## src/rtl/bdpc_pkg.sv

```systemverilog
`timescale 1ns / 1ps

package bdpc_pkg;

    localparam int unsigned DebWidth  = 8;
    localparam int unsigned HeldWidth = 16;
    localparam int unsigned CfgIdxWidth  = 2;
    localparam int unsigned CfgDataWidth = 16;
    localparam int unsigned InTdataWidth  = 8;
    localparam int unsigned OutTdataWidth = 8;

    typedef enum logic [CfgIdxWidth-1:0] {
        REG_DEBOUNCE_TICKS  = 2'd0,
        REG_SHORT_PRESS_MAX = 2'd1,
        REG_LONG_PRESS_MIN  = 2'd2,
        REG_LONG_PRESS_MAX  = 2'd3
    } cfg_index_t;

    localparam logic [DebWidth-1:0]  DebounceTicksReset = 8'd15;
    localparam logic [HeldWidth-1:0] ShortPressMaxReset = 16'd1000;
    localparam logic [HeldWidth-1:0] LongPressMinReset  = 16'd2000;
    localparam logic [HeldWidth-1:0] LongPressMaxReset  = 16'd4000;

    localparam logic [DebWidth-1:0]  DebSat  = '1;
    localparam logic [HeldWidth-1:0] HeldSat = '1;

    localparam logic LevelReleased = 1'b1;
    localparam logic LevelPressed  = 1'b0;

    typedef struct packed {
        logic hold_timeout_event;
        logic long_press_event;
        logic release_event;
        logic short_press_event;
        logic press_event;
        logic debounced_level;
    } result_t;

endpackage

```

## src/rtl/button_debounce_press_classifier_unit.sv

```systemverilog
`timescale 1ns / 1ps

// Channel  Direction  Handshake            Payload
// s_       in         s_tvalid / s_tready  s_tdata[0] pin_level
// m_       out        m_tvalid / m_tready  m_tdata[5:0] result flags
// cfg_     in         cfg_valid/cfg_ready  cfg_index, cfg_data
//
// One word per clock is accepted unless stalled; its result is ready the next cycle.
// The state update runs in the cycle of acceptance, so there is no loop
// across words beyond a single compare-and-count step.
// The input stalls only while a result is held and m_tready is low.
// Reset (aresetn, synchronous) restores the default limits and the released state.

module button_debounce_press_classifier_unit
    import bdpc_pkg::*;
(
    input  logic                      aclk,
    input  logic                      aresetn,
    input  logic                      s_tvalid,
    output logic                      s_tready,
    input  logic [InTdataWidth-1:0]   s_tdata,   // [0] pin_level, [7:1] zero
    output logic                      m_tvalid,
    input  logic                      m_tready,
    // [0] debounced_level, [1] press_event, [2] short_press_event,
    // [3] release_event, [4] long_press_event, [5] hold_timeout_event, [7:6] zero
    output logic [OutTdataWidth-1:0]  m_tdata,
    input  logic                      cfg_valid,
    output logic                      cfg_ready,
    input  logic [CfgIdxWidth-1:0]    cfg_index,
    input  logic [CfgDataWidth-1:0]   cfg_data
);

    logic [DebWidth-1:0]  debounce_ticks_reg;
    logic [HeldWidth-1:0] short_press_max_reg;
    logic [HeldWidth-1:0] long_press_min_reg;
    logic [HeldWidth-1:0] long_press_max_reg;

    logic                 raw_seen_reg, raw_seen_next;
    logic                 debounce_active_reg, debounce_active_next;
    logic [DebWidth-1:0]  stable_count_reg, stable_count_next;
    logic                 accepted_level_reg, accepted_level_next;
    logic [HeldWidth-1:0] held_count_reg, held_count_next;
    logic                 long_pending_reg, long_pending_next;
    logic                 timeout_pending_reg, timeout_pending_next;

    logic                 m_tvalid_reg;
    result_t              result_reg, result_next;

    logic                 pin;
    logic                 s_accept;
    logic                 level_edge;
    logic [HeldWidth-1:0] held_inc;

    assign cfg_ready = 1'b1;
    assign s_tready  = !m_tvalid_reg || m_tready;
    assign s_accept  = s_tvalid && s_tready;
    assign m_tvalid  = m_tvalid_reg;
    assign m_tdata   = {{(OutTdataWidth - $bits(result_t)){1'b0}}, result_reg};
    assign pin       = s_tdata[0];

    always_comb begin
        raw_seen_next        = raw_seen_reg;
        debounce_active_next = debounce_active_reg;
        stable_count_next    = stable_count_reg;
        accepted_level_next  = accepted_level_reg;
        long_pending_next    = long_pending_reg;
        timeout_pending_next = timeout_pending_reg;
        result_next          = '0;

        held_inc = (held_count_reg == HeldSat) ? held_count_reg
                                               : held_count_reg + 1'b1;

        if (pin != raw_seen_reg) begin
            raw_seen_next        = pin;
            debounce_active_next = 1'b1;
            stable_count_next    = '0;
        end else if (debounce_active_reg && stable_count_reg != DebSat) begin
            stable_count_next = stable_count_reg + 1'b1;
        end

        if (debounce_active_next && stable_count_next >= debounce_ticks_reg) begin
            accepted_level_next  = raw_seen_next;
            debounce_active_next = 1'b0;
        end

        level_edge      = accepted_level_next != accepted_level_reg;
        held_count_next = held_inc;

        if (level_edge && accepted_level_next == LevelPressed) begin
            long_pending_next       = 1'b1;
            timeout_pending_next    = 1'b1;
            result_next.press_event = 1'b1;
            held_count_next         = '0;
        end
        if (level_edge && accepted_level_next == LevelReleased) begin
            result_next.short_press_event = held_inc <= short_press_max_reg;
            result_next.release_event     = 1'b1;
            long_pending_next             = 1'b0;
            timeout_pending_next          = 1'b0;
        end

        if (long_pending_next && held_count_next >= long_press_min_reg
                && held_count_next <= long_press_max_reg) begin
            result_next.long_press_event = 1'b1;
            long_pending_next            = 1'b0;
        end
        if (timeout_pending_next && held_count_next > long_press_max_reg) begin
            result_next.hold_timeout_event = 1'b1;
            long_pending_next              = 1'b0;
            timeout_pending_next           = 1'b0;
        end

        result_next.debounced_level = accepted_level_next;
    end

    always_ff @(posedge aclk) begin
        if (!aresetn) begin
            debounce_ticks_reg  <= DebounceTicksReset;
            short_press_max_reg <= ShortPressMaxReset;
            long_press_min_reg  <= LongPressMinReset;
            long_press_max_reg  <= LongPressMaxReset;
        end else if (cfg_valid) begin
            case (cfg_index_t'(cfg_index))
                REG_DEBOUNCE_TICKS:  debounce_ticks_reg  <= cfg_data[DebWidth-1:0];
                REG_SHORT_PRESS_MAX: short_press_max_reg <= cfg_data;
                REG_LONG_PRESS_MIN:  long_press_min_reg  <= cfg_data;
                REG_LONG_PRESS_MAX:  long_press_max_reg  <= cfg_data;
                default: ;
            endcase
        end
    end

    always_ff @(posedge aclk) begin
        if (!aresetn) begin
            raw_seen_reg        <= LevelReleased;
            debounce_active_reg <= 1'b0;
            stable_count_reg    <= '0;
            accepted_level_reg  <= LevelReleased;
            held_count_reg      <= '0;
            long_pending_reg    <= 1'b0;
            timeout_pending_reg <= 1'b0;
            m_tvalid_reg        <= 1'b0;
        end else begin
            if (s_accept) begin
                raw_seen_reg        <= raw_seen_next;
                debounce_active_reg <= debounce_active_next;
                stable_count_reg    <= stable_count_next;
                accepted_level_reg  <= accepted_level_next;
                held_count_reg      <= held_count_next;
                long_pending_reg    <= long_pending_next;
                timeout_pending_reg <= timeout_pending_next;
                m_tvalid_reg        <= 1'b1;
            end else if (m_tready) begin
                m_tvalid_reg <= 1'b0;
            end
        end
    end

    always_ff @(posedge aclk) begin
        if (s_accept) begin
            result_reg <= result_next;
        end
    end

endmodule
```

## config.mk

```make
export PLATFORM = sky130hd
export DESIGN_NAME = button_debounce_press_classifier_unit
export DESIGN_NICKNAME = d
export VERILOG_FILES = /design/src/rtl/bdpc_pkg.sv /design/src/rtl/button_debounce_press_classifier_unit.sv
export SDC_FILE = /design/constraint.sdc
export NUM_CORES = 1
export LEC_CHECK = 0
export BUFFER_PORTS_ARGS = -buffer_cell sky130_fd_sc_hd__buf_2
export CAP_MARGIN = 15
export CORE_MARGIN = 4
export CORE_UTILIZATION = 65
export DETAILED_ROUTE_END_ITERATION = 10
export GPL_TIMING_DRIVEN = 0
export PLACE_DENSITY_LB_ADDON = 0.1
export SLEW_MARGIN = 10
export SYNTH_ARGS = -nofsm -noshare
export SYNTH_HDL_FRONTEND = slang
export SYNTH_SLANG_ARGS = --single-unit
```

## constraint.sdc

```tcl
create_clock -name aclk -period 14.8 [get_ports aclk]
set_input_delay 1.48 -clock aclk [delete_from_list [all_inputs] [get_ports aclk]]
set_output_delay 1.48 -clock aclk [all_outputs]
set_load 0.02 [all_outputs]
```

==> Implementation_results.wiki <==
{| class="wikitable"
! Metric !! Value
|-
| Run status || complete, no violations
|-
| Setup repair after global routing missed its margin || no
|-
| Cell area reported after detailed placement || 0.00565 sq mm
|-
| Async set or reset register ratio after synthesis || 0%
|-
| Detailed-route via count || 4,803
|-
| Total of flip-flops plus latches after synthesis || 92
|-
| Proportion of layout cells with a drive suffix above 1 || 9.18%
|-
| Sequential area share after synthesis || 35.4%
|-
| Via density || 5.85
|-
| Fill cell count || 625
|-
| Global-route usage over all layers || 28.4%
|-
| Crit path launch type || primary input
|-
| Overall routed net length || 13.5 mm
|-
| Max-cap viol count || 0
|-
| Peak ir drop on the vdd network || 71.5 uV
|-
| # IOs || 42
|-
| Count of cells resized by post-cts repair || 0
|-
| Routed wirelength normalized by instance count || 16.4 microns
|-
| Hold-fix buffers at CTS || 0
|-
| Required time at the endpoint of the critical path || 15,090 ps
|-
| Critical path data arrival time || 6530 ps
|-
| Drt drc || 0
|-
| Layout Cell Area excl Fill || 0.00584 sq mm
|-
| Setup Skew || 11.9 ps
|-
| Main synth FF type || sky130_fd_sc_hd__dfxtp_1
|-
| DIE HEIGHT || 98.9 microns
|-
| CTS buffer count || 9
|-
| Weighted congestion reported at the end of routability-driven placement || 0.880
|-
| Total negative setup slack || 0 ps
|-
| Area of the die || 0.00979 sq mm
|-
| Shortest period the worst path allows || 6240 ps
|-
| Worst setup path startpoint || s_tdata[0]
|-
| Area growth from synthesis to layout || 8.66%
|-
| Clock root cell || sky130_fd_sc_hd__clkbuf_8
|-
| Number of endpoints failing setup at the final stage || 0
|-
| Critical path endpoint category || register
|-
| Largest driver fanout on the critical path || 10
|-
| Commonest cells after routing, fill and taps aside || sky130_fd_sc_hd__nand2_1, sky130_fd_sc_hd__dfxtp_1, sky130_fd_sc_hd__a21oi_1
|-
| Achievable Freq || 160 MHz
|-
| Avg Inst Size Synth || 7.98 sq um
|-
| Rows || 32
|-
| Number of nets in the final layout || 803
|-
| Number of antenna-violating nets in the routed design || 0
|-
| Number of sinks on the clock net || 92
|-
| Number of buffers on the longest clock path || 2
|-
| Remaining Overflow, GRT || 0
|-
| Slew at the pin closest to its max-slew limit || 802 ps
|-
| HPWL reported at the end of detailed placement || 10.6 mm
|-
| Wire length of the first global-routing pass || 22.2 mm
|-
| Multi-input gate area in the final layout || 0.00312 sq mm
|-
| Initial Utilization || 68.1%
|-
| Number of H-tree levels || 3
|-
| Total setup buffers inserted after CTS || 0
|-
| Cell count after synthesis || 673
|-
| Minimum setup slack among reg-to-reg paths || 8750 ps
|-
| Classification of the worst-slack hold path || register to register
|-
| Worst rel slew slack || 46.5%
|-
| Mapped Area || 0.00537 sq mm
|-
| Antenna violations before repair || 0
|-
| Launch point of the worst reg-to-reg path || stable_count_reg[0]
|-
| Maximum number of pins on one net before global-route repair || 18
|-
| Most common library cell in the layout ignoring fill and taps || sky130_fd_sc_hd__nand2_1
|-
| Count of buffers from port buffering || 29
|-
| Final Util || 74.0%
|-
| Cell variety after synth || 57
|-
| Drt initial violations || 303
|-
| P per Cell Area || 83.1 mW/mm^2
|-
| Clock tree from TritonCTS || done
|-
| Min-Delay Startpoint || long_press_max_reg[14]
|-
| Ant. Diodes || 0
|-
| Number of enable-type register cells in the synthesized netlist || 6
|-
| Clock-pin slew of the registers on the worst-case setup and hold paths || 100 ps
|-
| Count of synthesis-stage warnings from yosys || 0
|-
| Die span in x || 98.9 microns
|-
| Type of the worst setup path || primary input to register
|-
| Register area || 0.00190 sq mm
|-
| Number of optimization iterations in the first detailed-route pass || 5
|-
| Latest clock arrival within the worst-skew pair || 370 ps
|-
| Slew Viols, Final || 0
|-
| Area of the core || 0.00789 sq mm
|-
| Leakage power of the design || 2.58 nW
|-
| Via count of the first global-routing pass || 4,618
|-
| Final worst-path cycle share || 42.2%
|-
| Number of hold violations in the final report || 0
|}
[worst max-delay path: stages]
cell and delay [ps]:
sky130_fd_sc_hd__buf_2 110, sky130_fd_sc_hd__ha_1 420, sky130_fd_sc_hd__a21boi_0 370, sky130_fd_sc_hd__ha_1 210, sky130_fd_sc_hd__nand2_1 110, sky130_fd_sc_hd__o41ai_4 700
sky130_fd_sc_hd__nand2_1 170, sky130_fd_sc_hd__clkbuf_1 210, sky130_fd_sc_hd__clkbuf_1 320, sky130_fd_sc_hd__and2_1 270, sky130_fd_sc_hd__ha_1 270, sky130_fd_sc_hd__and4_1 210
sky130_fd_sc_hd__nand2_1 60, sky130_fd_sc_hd__nor4_1 520, sky130_fd_sc_hd__o31ai_1 180, sky130_fd_sc_hd__a2bb2oi_2 280, sky130_fd_sc_hd__or4b_1 460, sky130_fd_sc_hd__a31oi_1 180
[synthesized netlist by cell type (2+ instances only)]
master                     instances  share of area (%)
sky130_fd_sc_hd__nand2_1         140                9.8
sky130_fd_sc_hd__dfxtp_1          86                 32
sky130_fd_sc_hd__a21oi_1          74                6.9
sky130_fd_sc_hd__inv_1            59                4.1
sky130_fd_sc_hd__ha_1             58                 14
sky130_fd_sc_hd__nor2_1           32                2.2
sky130_fd_sc_hd__clkbuf_1         24                1.7
sky130_fd_sc_hd__o211ai_1         24                3.4
sky130_fd_sc_hd__and2_1           19                2.2
sky130_fd_sc_hd__nand3_1          18                1.7
sky130_fd_sc_hd__o21ai_0          13                1.2
sky130_fd_sc_hd__xnor2_1          13                2.1
sky130_fd_sc_hd__nand2b_1         10                1.2
sky130_fd_sc_hd__nand4_1           9                1.0
sky130_fd_sc_hd__mux2i_1           7                1.3
sky130_fd_sc_hd__a31oi_1           6               0.70
sky130_fd_sc_hd__edfxtp_1          6                3.4
sky130_fd_sc_hd__nor2b_1           6               0.70
sky130_fd_sc_hd__a21o_1            5               0.70
sky130_fd_sc_hd__and3_1            5               0.58
sky130_fd_sc_hd__o21a_1            5               0.70
sky130_fd_sc_hd__a211oi_1          4               0.56
sky130_fd_sc_hd__a21boi_0          4               0.56
sky130_fd_sc_hd__nor3_1            4               0.37
sky130_fd_sc_hd__buf_4             3               0.42
sky130_fd_sc_hd__xor2_1            3               0.49
sky130_fd_sc_hd__and3_2            2               0.28
sky130_fd_sc_hd__buf_1             2               0.14
sky130_fd_sc_hd__buf_2             2               0.19
sky130_fd_sc_hd__conb_1            2               0.14
sky130_fd_sc_hd__or3_1             2               0.23
[metrics by stage]
| stage | power [W] | cells | setup WS [ps] | hold slack, ps |
|---|---|---|---|---|
| final | 0.000485 | 821 | 8560 | 463 |
| after detailed placement | 0.000325 | 805 | 8310 | 449 |
| after global routing | 0.000504 | 821 | 8180 | 486 |
| after CTS | 0.000485 | 821 | 8670 | 463 |
| after global placement | 0.000321 | 805 | 8340 | 443 |
| after floorplan | 0.000305 | 674 | 9430 | 431 |
[layer usage]
metal / global-route usage [%] / routed length, microns / vias up
li1: - / - / 2369
met1: 37.9 / 6080 / 2248
met2: 47.2 / 6170 / 164
met3: 4.53 / 973 / 22
met4: 8.51 / 238 / 0
met5: 0 / 0 / -
[kinds of logic (layout without fill, tap and decap cells)]
logic type,Yosys count,after routing,synth area share (%)
and+or+nand+nor,257,257,22.1
DFF,92,92,35.4
xor gates and xnor gates,17,17,2.91
muxes,7,7,1.30
other,2,3,0.140
AOI/OAI and AO/OA,148,148,18.0
adders and majority gates,58,58,13.5
buffers and inverters,92,137,6.68
[path summary, 6_finish.rpt]
kind / depth (start not counted) / end
worst min-delay path: 2 / long_press_max_reg[14]
worst max register to register: 21 / long_pending_reg
worst min register to register: 2 / long_press_max_reg[14]
worst max-delay path: 18 / long_pending_reg
[cell type report]
| type | instances | area share [%] |
|---|---|---|
| Timing Repair Buffer | 29 | 2.49 |
| Tap cell | 102 | 2.19 |
| Multi-Input combinational cell | 490 | 53.4 |
| Sequential cell | 92 | 32.6 |
| Clock buffer | 10 | 2.36 |
| Inverter | 61 | 3.92 |
| Buffer | 31 | 2.23 |
| Clock inverter | 6 | 0.879 |
[report_power, final]
group / leakage (nW) / internal, W / switching [W]
combinational: 1.72 / 0.0000202 / 0.0000381
clock: 0.0962 / 0.0000688 / 0.0000963
sequential: 0.757 / 0.000258 / 0.00000401
Power figures use the tool's default switching activity.
